<file path="src/rtl/scpr_ram.sv">
// Generic single-port-write, registered-read RAM.
`timescale 1ns / 1ps
module scpr_ram #(
   parameter int WIDTH = 32,
   parameter int DEPTH = 72
) (
   input  logic                     clock,
   input  logic                     we,
   input  logic [$clog2(DEPTH)-1:0] waddr,
   input  logic [WIDTH-1:0]         wdata,
   input  logic [$clog2(DEPTH)-1:0] raddr,
   output logic [WIDTH-1:0]         rdata_ff
);
   logic [WIDTH-1:0] mem_ff [DEPTH];

   always_ff @(posedge clock) begin
      if (we) begin
         mem_ff[waddr] <= wdata;
      end
      rdata_ff <= mem_ff[raddr];
   end
endmodule

</file>
<file path="config.mk">
export PLATFORM = sky130hd
export DESIGN_NAME = scpr_ram
export DESIGN_NICKNAME = d
export VERILOG_FILES = /design/src/rtl/scpr_ram.sv
export SDC_FILE = /design/constraint.sdc
export NUM_CORES = 2
export LEC_CHECK = 0
export BUFFER_PORTS_ARGS = -buffer_cell sky130_fd_sc_hd__buf_2
export CORE_MARGIN = 2
export CORE_UTILIZATION = 50
export CTS_BUF_LIST = sky130_fd_sc_hd__clkbuf_8
export DETAILED_ROUTE_END_ITERATION = 8
export GPL_ROUTABILITY_DRIVEN = 1
export PLACE_DENSITY = 0.65
export SLEW_MARGIN = 20
export SYNTH_ARGS = -nofsm -noshare
export SYNTH_HDL_FRONTEND = slang
export SYNTH_SLANG_ARGS = --single-unit
</file>
<file path="constraint.sdc">
create_clock -name clock -period 5.05 [get_ports clock]
set_input_delay 1.2625 -clock clock [delete_from_list [all_inputs] [get_ports clock]]
set_output_delay 1.2625 -clock clock [all_outputs]
set_load 0.01 [all_outputs]
</file>
Word level (Yosys, flattened, before mapping)

Memories as Yosys holds them, arrays and structs flattened. A register that Yosys moved wholly into a read port is not among the register bits.
Index checks and enable logic that the tools add are counted.

Bits in registers: 0
Bits in writable memories: 2304
Bits of input ports: 48
Output and inout port bits: 32
Word-level logic and storage cells: 3
Memories: 1

Mux-type cells: 2

Memory list:

| memory | words | bits a word | read ports | clocked after Yosys merged registers in | wr ports | RTL line | text |
|---|---|---|---|---|---|---|---|
| mem_ff | 72    | 32          | 1          | 1                                       | 1        | 14       | `logic [WIDTH-1:0] mem_ff [DEPTH];` |

Operator list:

| kind    | number |
|---|---|
| $mux W1 | 2 |

Depth between registers and ports, before layout

Depth after elaboration: 2
Gate-level depth with buffers: 10
Mapped depth without buffers: 5

Least setup slack after synthesis

Ideal clock, no wire load.

Path type: input to register
Start point: in waddr[5]
End point: mem mem_ff[24][0] (enable)
Setup time: 0.461 ns
Data arrival time: 3.970 ns
Data required time: 4.589 ns
Slack: 0.619 ns
Cell stages on the path: 4
Buffers on the path: 0
Path through: nor2_1 and3_1 nand3b_1 nor3_1

RTL lines:

| item               | RTL line | text |
|---|---|---|
| start: declaration | 9        | `input logic [$clog2(DEPTH)-1:0] waddr,` |
| end: declaration   | 14       |  |

No word-level cell before the write port.

==> results.md <==
* Outcome: finished, final reports clean
* Rel. slew slack at 0.218
* Combinational Power Share at 0.050
* Post-synth EDFFs at 2304
* Initial Util at 0.503
* M1 wire length at around 92000 um
* CP Data Arrival Time at 4.32 ns
* Multi-input logic area at 18400 um2
* Max capacitance violation total at 0
* Worst endpoint required time at between 5 and 6 ns
* Reg2Reg Setup Slack at 2.48 ns
* Post-CTS sizing at 0
* Worst flop-to-flop path endpoint: rdata_ff[24]$_DFF_P_
* Vias in the first global route at 43898
* Final setup viols at 0
* Area growth syn-to-layout at 13.1%
* Largest net degree at the start of global routing at 88
* Hold depth at 1
* Hold_ws at 0.523 ns
* Sw Share at 0.221
* Nets at 4359
* H-tree levels at 5
* Placer Congestion at 0.811
* All-Layer GR Usage at 0.254
* CP Max Fanout at 38
* Routed wl met2 at 112000 um
* Delay-heaviest family, CP: multiplexers
* IO buf count at 79
* Critical path's slowest cell: o211ai_1
* Synthesized Nets at 3865
* Top routing layer used: met5
* Die width at 425 um
* Worst Setup EP: rdata_ff[24]$_DFF_P_
* Commonest cells after routing, fill and taps aside: 2304 x edfxtp_1, 555 x mux4_2, 389 x clkbuf_8
* Worst Max-Slew Pin Slew at 1.17 ns
* Design Area, Final at ~100000 um2
* Vias per cell at 6.23
* Dpl ws at 0.475 ns
* Core Footprint at 176000 um2
* Final ANT Viol Nets at 0
* PwrDens at 379 nW/um2
* Crit-path cells: buf_8 > buf_12 > buf_12 > mux4_2 > mux4_2 > o211ai_1 > nand2_1
* Async set-reset flop share out of synthesis at 0
* Internal power at approximately 0.030 W
* Share of layout cells above drive strength 1 at 0.329
* Crit path launch: raddr[0]
* Commonest non-fill, non-tap cell in the layout: edfxtp_1
* Worst setup path class: in2reg
* First-pass GRT wire length at 324000 um
* Final hold violation count at 0
* Seq. cell area at 69800 um2
* Synthesis warning total at 0
* CTS clk-pin slew, worst paths at 0.06 ns
* Worst path buffer plus inverter count at 3
* Via count at 43164
* Detailed placement HPWL at ~130000 um
* Root buf cell: clkbuf_8
* Mapped Avg Cell Area at 23.2 um2
* Switching power at 0.00843 W
* Clock share of power at 0.386
* Area of placed instances at between 90000 and 100000 um2
* Worst-Skew Late Latency at between 1 and 1.5 ns
* R2R depth at 4
* Post-Syn Instances at 3817
* Element type at the critical path start: input pin
* Sequential power share at 0.564
* Initial drt markers at 5205
* Worst hold path type: in2reg
* RR Startpoint: mem_ff[22][24]$_DFFE_PP_
* GRT overflow at 0
* CP Capture Type: flop
* RSZ-0062 raised after global routing: false
* WL final at 228000 um
* # rows at 154
* F_max at 0.286 GHz
* Drt wl/cell at between 30 and 40 um
* WP depth at 7
* Initial antenna violation count at 7
* Fillers at about 13000
* Max VDD drop at 0.314 mV
* Routed met3 length at 17400 um
* Setup Buffers After CTS at 0
* Post-route setup TNS at 0 ns
* Period Utilization, post-route at 0.691
* Die H at 425 um
* Synthesized flop and latch total at 2336
* Mapped Area at 88700 um2
* Primary FF master, synth: edfxtp_1
* Share of the yosys chip area belonging to registers at 0.787
* Total iterations of the first detailed-routing run at 8
* Leak at 32.0 nW
* Post-CTS Hold Fix Bufs at 0
* Drc violations at 0
* Clock sinks at 2336
* Final Critical Period at 3.49 ns
* CTS buffer count at 378
* Final slew viol count at 0
* Worst setup margin at approximately 1.6 ns
* # IOs at 80
* Die ar. at 181000 um2
* Max incr delay on CP at 0.69 ns
* CTS tree: built
* Synth unique cells at 42
* Longest Clk Path Bufs at 4
* Setup Skew at approximately 0.07 ns
==> metrics by stage <==
stage,util,std cells,total power (W)
6_report,0.569,6925,0.0380
5_1_grt,0.569,6922,0.0393
4_1_cts,0.569,6920,0.0383
3_5_place_dp,0.532,6271,0.0238
3_3_place_gp,0.531,6271,0.0237
2_1_floorplan,-,3817,0.0229
==> cell usage after synthesis (2+ instances only) <==
master     count  share of area
clkbuf_1      77         0.0033
o31ai_1        7        0.00059
o21ai_1        2        0.00011
nor3_1        18         0.0010
nor4_1         7        0.00049
buf_1         12        0.00051
edfxtp_1    2304           0.78
buf_4         43         0.0036
buf_6         10         0.0013
buf_2         63         0.0036
a21oi_1       19         0.0011
mux2_2       109          0.014
o22ai_1       57         0.0040
a221o_1        2        0.00023
nand2b_1      10        0.00071
or2_2          3        0.00021
nor2b_1       23         0.0016
mux4_2       555           0.14
mux2i_1      119          0.013
nor2_1        84         0.0036
o21ai_0       14        0.00079
nand3b_1       2        0.00017
a32oi_1        3        0.00030
a22oi_1       92         0.0078
o2111ai_1      3        0.00030
a221oi_1      11         0.0011
o221ai_1       2        0.00020
a211oi_1      35         0.0030
dfxtp_1       32         0.0072
o211ai_1       2        0.00017
a2111oi_0      5        0.00049
nand3_1       32         0.0018
and2_1         5        0.00035
nand2_1       46         0.0019
nand4_1        2        0.00014
==> power by group through the flow <==
stage,clock (W),sequential (W),combinational [W]
2_1_floorplan,0,0.0219,0.00101
3_3_place_gp,0,0.0219,0.00186
3_5_place_dp,0,0.0219,0.00189
4_1_cts,0.0149,0.0215,0.00189
5_1_grt,0.0158,0.0215,0.00199
6_report,0.0147,0.0215,0.00189
==> final cells by class <==
cell class	instances	area share
clock inverters	260	0.0125
clock buffers	389	0.0533
well taps	2340	0.0292
flip-flops and latches	2336	0.696
diodes	5	0.000125
multi-input cells	1275	0.183
repair buffers	319	0.0259
inverters	1	0.0000374
==> logic make-up after synthesis <==
| logic type | share of synthesized area |
|---|---|
| muxes | 0.168 |
| buffers and inverters | 0.0123 |
| DFF | 0.787 |
| AOI/OAI and AO/OA | 0.0204 |
| and+or+nand+nor | 0.0122 |
==> registers in the layout, summed over array words and instances (netlist names) <==
name / flops
rdata_ff: 32
mem_ff: 2304
==> how the worst min path moves through the flow <==
stage / startpoint / end / slack (ns)
after floorplan: mem_ff[70][0]$_DFFE_PP_ / rdata_ff[0]$_DFF_P_ / 0.75
after global placement: mem_ff[50][27]$_DFFE_PP_ / rdata_ff[27]$_DFF_P_ / 0.83
after detailed placement: mem_ff[64][30]$_DFFE_PP_ / rdata_ff[30]$_DFF_P_ / 0.82
after CTS: wdata[6] / mem_ff[60][6]$_DFFE_PP_ / 0.42
after global routing: wdata[6] / mem_ff[58][6]$_DFFE_PP_ / 0.47
final: wdata[6] / mem_ff[60][6]$_DFFE_PP_ / 0.52
==> layer usage <==
metal | track usage | vias up
met5 | 0 | -
met1 | 0.357 | 23312
met4 | 0.0803 | 4
met3 | 0.0443 | 387
li1 | - | 17376
met2 | 0.410 | 2085
(Power assumes the default switching activity.)
