--- src/rtl/scpr_pkg.sv ---
// Shared types, constants and helper functions of the serial chain residual block.
`timescale 1ns / 1ps
package scpr_pkg;

   localparam int WORDS_PER_LINK = 12;
   localparam int TRANS_BASE     = 9;   // translation words follow the 3x3 rotation
   localparam int CORDIC_STEPS   = 30;

   localparam logic signed [35:0] PI_Q30      = 36'sd3373259426;
   localparam logic signed [35:0] TWO_PI_Q30  = 36'sd6746518852;
   localparam logic signed [35:0] HALF_PI_Q30 = 36'sd1686629713;
   localparam logic signed [33:0] GAIN_Q30    = 34'sd652032874;
   localparam logic signed [31:0] ONE_Q30     = 32'sd1073741824;
   localparam logic signed [63:0] HALF_ULP    = 64'sd536870912;

   // configuration register indexes
   localparam logic [1:0] REG_TARGET_X = 2'd0;
   localparam logic [1:0] REG_TARGET_Y = 2'd1;
   localparam logic [1:0] REG_TARGET_Z = 2'd2;

   // command codes
   localparam logic CMD_LOAD = 1'b0;
   localparam logic CMD_EVAL = 1'b1;

   typedef struct packed {
      logic mul_en;  // register a new product
      logic acc_en;  // fold the registered product into the sum
      logic clr;     // first term of a dot product
      logic sub;     // subtract instead of add
   } mac_ctrl_type;

   typedef struct packed {
      logic signed [31:0] val;
      logic               hit;
   } sat_type;

   function automatic sat_type sat32(input logic signed [40:0] v);
      sat_type r;
      r.hit = 1'b0;
      r.val = v[31:0];
      if (v > 41'sd2147483647) begin
         r.val = 32'sh7fffffff;
         r.hit = 1'b1;
      end else if (v < -41'sd2147483648) begin
         r.val = 32'sh80000000;
         r.hit = 1'b1;
      end
      return r;
   endfunction

   function automatic logic signed [35:0] atan_lut(input logic [4:0] idx);
      logic signed [35:0] r;
      case (idx)
         5'd0:    r = 36'sd843314857;
         5'd1:    r = 36'sd497837829;
         5'd2:    r = 36'sd263043837;
         5'd3:    r = 36'sd133525159;
         5'd4:    r = 36'sd67021687;
         5'd5:    r = 36'sd33543516;
         5'd6:    r = 36'sd16775851;
         5'd7:    r = 36'sd8388437;
         5'd8:    r = 36'sd4194283;
         5'd9:    r = 36'sd2097149;
         default: r = 36'sd1 <<< (5'd30 - idx);  // atan(2^-i) rounds to 2^(30-i)
      endcase
      return r;
   endfunction

endpackage

--- src/rtl/scpr_mac.sv ---
// Shared 32x32 multiplier with Q30 rounding and dot-product accumulator.
`timescale 1ns / 1ps
module scpr_mac (
   input  logic                        clock,
   input  logic signed [31:0]          opa,
   input  logic signed [31:0]          opb,
   input  scpr_pkg::mac_ctrl_type      ctrl,
   output logic signed [35:0]          sum
);
   import scpr_pkg::*;

   logic signed [63:0] prod_ff;
   logic signed [35:0] acc_ff;
   logic signed [63:0] biased;
   logic signed [35:0] rnd;
   logic signed [35:0] base;

   always_comb begin
      biased = prod_ff + HALF_ULP;
      rnd    = 36'($signed(biased[63:30]));  // floor shift: round half up
      base   = ctrl.clr ? 36'sd0 : acc_ff;
      sum    = ctrl.sub ? (base - rnd) : (base + rnd);
   end

   always_ff @(posedge clock) begin
      if (ctrl.mul_en) begin
         prod_ff <= opa * opb;
      end
      if (ctrl.acc_en) begin
         acc_ff <= sum;
      end
   end
endmodule

--- config.mk ---
export PLATFORM = sky130hd
export DESIGN_NAME = scpr_mac
export DESIGN_NICKNAME = d
export VERILOG_FILES = /design/src/rtl/scpr_pkg.sv /design/src/rtl/scpr_mac.sv
export SDC_FILE = /design/constraint.sdc
export NUM_CORES = 2
export LEC_CHECK = 0
export ABC_CLOCK_PERIOD_IN_PS = 9400
export BUFFER_PORTS_ARGS = -buffer_cell sky130_fd_sc_hd__buf_4
export CAP_MARGIN = 20
export CORE_AREA = 3 3 294 296
export DETAILED_ROUTE_END_ITERATION = 10
export DIE_AREA = 0 0 297 299
export PLACE_DENSITY = 0.73
export RECOVER_POWER = 50
export SLEW_MARGIN = 10
export SYNTH_ARGS = -nofsm -noshare
export SYNTH_HDL_FRONTEND = slang
export SYNTH_SLANG_ARGS = --single-unit
--- constraint.sdc ---
create_clock -name clock -period 9.4 [get_ports clock]
set_input_delay 0.47 -clock clock [delete_from_list [all_inputs] [get_ports clock]]
set_output_delay 0.47 -clock clock [all_outputs]
set_load 0.01 [all_outputs]
# Word-level counts from Yosys, hierarchy flattened
# Index checks and enable logic that the tools add are counted.
# word_totals
ff_bits	100
latch_bits	0
ram_bits	0
romBits	0
input_bits	69
out_inout_bits	36
elab_cells	8
memories	0
# classes
add_sub_neg	3
mul	1
n_div	0
order_cmp	0
eq_ne	0
shifts	0
muxes	2
bitwise_logic	0
n_reduce_logical	0
# ops
operator	n
$mux W36	2
$add A64 B31 Y64 const B	1
$mul A32 B32 Y64	1
$add A36 B34 Y36	1
$sub A36 B34 Y36	1

# Logic depth before layout (Yosys ltp)
# depth
ltp_word	3
depth_mapped	29

# Worst setup path before layout
# Ideal clock, no wire load.
# synth_timing
path_kind	input to register
from	input port opa[31]
to	register prod_ff[62] (data pin)
setup_time_ns	0.274
arrival_ns	7.551
required_time_ns	9.126
slack_ns	1.575
path_stages	23
n_path_buf	2
path_cell_list	clkbuf_1 nand2_1 inv_1 fa_1 fa_1 fa_1 fa_1 inv_1 fa_1 inv_1 fa_1 inv_1 fa_1 inv_1 fa_1 ha_1 clkbuf_1 a21o_1 a21o_1 or3_1 a211oi_1 o41ai_1 xor2_1
# synth_via
elab_chain_len	1
# synth_rtl
item	line	rtl
start, declared	scpr_mac.sv:5	input logic signed [31:0] opa,
$mul A32 B32 Y64	scpr_mac.sv:27	prod_ff <= opa * opb;
end signal, assigned	scpr_mac.sv:27	
end, declared	scpr_mac.sv:12	logic signed [63:0] prod_ff;
# No other way between the ends.
# A chain may end at the register's enable or synchronous reset.

# Worst setup path in the final report
# layout_timing
from	input port opb[5]
to	register prod_ff[63] (data pin)
# layout_via
elab_chain_len	1
# layout_rtl
item	line	rtl
start, declared	scpr_mac.sv:6	input logic signed [31:0] opb,
$mul A32 B32 Y64	scpr_mac.sv:27	
# No other way between the ends.

==> flow_summary_export.csv <==
group,metric,value,unit
status,status,"finished with violations",
status,violations,"capacitance limit, slew limit",
sta,period_share,90.7,%
clock_tree,htree_levels,3,
final_layout,drive_above_1_share,3.38,%
global_routing,grt.overflow.total,0,
die,rows,106,
sta,tightest_slew,2.10,ns
drt,ant_nets,0,
sta,setup_tns,0,ns
worst_setup_path,worstReg2RegEnd,"acc_ff[34]$_DFFE_PP_",
logic_synthesis,synth-edff-count,71,
placement,hpwl,82200,um
final_layout,final_core_util,51.8,%
worst_setup_path,crit_required,9.43,ns
drt,drt_iter0_markers,1812,
clock_tree,numClockSinks,71,
worst_setup_path,end_kind,"register",
sta,skew,0.00953,ns
sta,finalSetupViolations,0,
drt,drc,0,
global_routing,grt_max_degree,44,
clock_tree,cts_resized,0,
global_routing,grt_pass1_wl,173000,um
drt,totalWireLength,104000,um
drt,routed_via_density,5.40,
worst_setup_path,critPathKind,"input port to register",
logic_synthesis,synth_warnings,0,
final_layout,num-fill-cells,7635,
sta,fin_crit,8.53,ns
die,start_util,49.9,%
die,die_area,88800,um2
job,max-cap-violations,2,
final_layout,mostFrequentLayoutCell,"fa_1",
sta,slew_viol_final,73,
global_routing,antenna_found_initial,3,
clock_tree,cts_hold_repair.buffers,0,
drt,post_drt_wl_per_cell,18.9,um
worst_setup_path,crit_path_frequent_cell,"fa_1",
sta,rsz0062_at_grt,"no",
worst_setup_path,worst_ep_arrival_time,8.56,ns
worst_setup_path,rrSetupSlack,3.58,ns
die,io-pin-count,105,
logic_synthesis,ys.flop_type,"edfxtp_1",
global_routing,track_usage,24.5,%
sta,slew_headroom,-40.0,%
drt,dr.pass1.iters,5,
worst_setup_path,rr_startpoint,"prod_ff[30]$_DFFE_PP_",
sta,finalHoldViolCount,0,
worst_setup_path,crit_slowest_cell,"fa_1",
worst_setup_path,rr_worst_depth,17,
logic_synthesis,synth.distinct_cells,85,
worst_setup_path,worstSetupEndpoint,"prod_ff[63]$_DFFE_PP_",
die,core_area,83800,um2
min_path,hold_class,"register to register",
sta,timing.fmax,117,MHz
worst_setup_path,critical_path.cell_chain,"buf_4 > nand2_1 > inv_1 > fa_1 > inv_1 > fa_1 > inv_1 > fa_1 > fa_1 > inv_1 > fa_1 > inv_1 > fa_1 > inv_1 > fa_1 > inv_1 > fa_1 > ha_1 > nand4_1 > or3_1 > nor3_1 > nor2_1 > o311ai_0",
worst_setup_path,start_kind,"input port",
clock_tree,clockBufferDepth,2,
clock_tree,cts_tree,"yes",
die,die_y,299,um
final_layout,areaGrowthSynthToFinish,3.81,%
global_routing,grt_pass1_vias,32800,
final_layout,final_cell_mix,"1082 x fa_1, 1019 x inv_1, 550 x nand2_1",
worst_setup_path,critPathMaxStageDelay,0.94,ns
final_layout,nets,5713,
logic_synthesis,synth_nets,5825,
clock_tree,post_cts_buffers,0,
logic_synthesis,ys_async_sr_fraction,0,%
die,die_x,297,um
drt,vias,29600,
clock_tree,cts_buffers,9,
clock_tree,root_buffer,"clkbuf_16",
logic_synthesis,ys_ff_latch,71,
placement,numPortBuffers,104,
logic_synthesis,netlist_area,41800,um2
logic_synthesis,ys_seq_area_share,5.10,%
logic_synthesis,synthCells,4457,
placement,place_congestion,0.897,
clock_tree,clk_pin_slew,0.06,ns
clock_tree,insertion_delay,0.34,ns
logic_synthesis,syn_area_per_cell,9.38,um2
worst_setup_path,critPathMaxFanout,32,
worst_setup_path,crit_start,"opb[5]",
[sequential cells by signal, summed over array words and instances (netlist names)]
register,cells
acc_ff,36
prod_ff,35
[routing by layer]
layer	global-route usage [%]	part of all wire [%]	vias up
met5	0	0.019	-
met4	9.98	4.9	2
met3	3.67	7.3	235
met2	40.7	47	1164
met1	32.4	41	15300
li1	-	-	12900
[logic make-up after synthesis]
group / share of synthesized area (%)
AOI/OAI and AO/OA: 4.84
xor gates and xnor gates: 3.16
DFF: 5.10
and+or+nand+nor: 17.0
muxes: 0.156
adders and majority gates: 58.3
buffers and inverters: 11.4
[critical path, delay by kind of cell]
| kind | cells | cell delay [ns] |
|---|---|---|
| simple gates | 5 | 1.07 |
| compound gates | 1 | 0.74 |
| buf+inv | 8 | 1.48 |
| fa+ha+maj | 9 | 4.76 |
[Yosys cell counts, types with 4 or more instances]
cell,n,area [um2]
inv_1,1019,3820
fa_1,1082,21700
o21bai_1,19,143
o2111ai_1,4,35.0
o21ai_0,48,240
o31ai_1,9,67.6
and3_1,17,106
a21oi_1,109,546
buf_4,8,60.1
xnor2_1,102,893
ha_1,217,2720
a211oi_1,12,90.1
buf_2,11,55.1
nor2_1,54,203
or4_1,4,30.0
nand2_1,550,2060
a21o_1,49,368
nor3_1,25,125
a21boi_0,4,30.0
nand2b_1,15,93.8
a31oi_1,11,68.8
clkbuf_1,212,796
o211ai_1,5,37.5
o21a_1,6,45.0
xor2_1,49,429
nor2b_1,70,438
edfxtp_1,71,2130
nor4_1,4,25.0
and2_1,511,3200
nand3_1,41,205
nand4_1,31,194
or3_1,4,25.0
[layout make-up]
cell class / instances / area, um2 / area share (%)
well taps: 1134 / 1420 / 3.27
flip-flops and latches: 71 / 2130 / 4.91
clock buffers: 9 / 225 / 0.519
repair buffers: 113 / 815 / 1.88
multi-input cells: 3131 / 34900 / 80.4
clock inverters: 7 / 103 / 0.236
inverters: 1019 / 3820 / 8.81
diodes: 1 / 2.50 / 0.00577
[through the flow]
| step | area, um2 | hold WS [ns] | cells | setup slack, ns |
|---|---|---|---|---|
| floorplan | 41800 | 0.582 | 4457 | 1.58 |
| global placement | 43100 | 0.769 | 5468 | 0.782 |
| detailed placement | 43100 | 0.800 | 5468 | 0.663 |
| CTS | 43400 | 0.608 | 5484 | 1.03 |
| global route | 43400 | 0.857 | 5484 | 0.404 |
| finish | 43400 | 0.799 | 5485 | 0.870 |
[how the worst min path moves through the flow]
stage / from / depth (start not counted) / to
2_1_floorplan: ctrl[2] / 0 / acc_ff[0]$_DFFE_PP_
3_3_place_gp: acc_ff[0]$_DFFE_PP_ / 3 / acc_ff[0]$_DFFE_PP_
3_5_place_dp: acc_ff[0]$_DFFE_PP_ / 3 / acc_ff[0]$_DFFE_PP_
4_1_cts: ctrl[3] / 1 / prod_ff[33]$_DFFE_PP_
5_1_grt: acc_ff[0]$_DFFE_PP_ / 3 / acc_ff[0]$_DFFE_PP_
6_report: acc_ff[0]$_DFFE_PP_ / 3 / acc_ff[0]$_DFFE_PP_
Power is left out: the tool's default activity adds up to more than one toggle a clock period on the data nets, which glitch-free logic cannot reach.
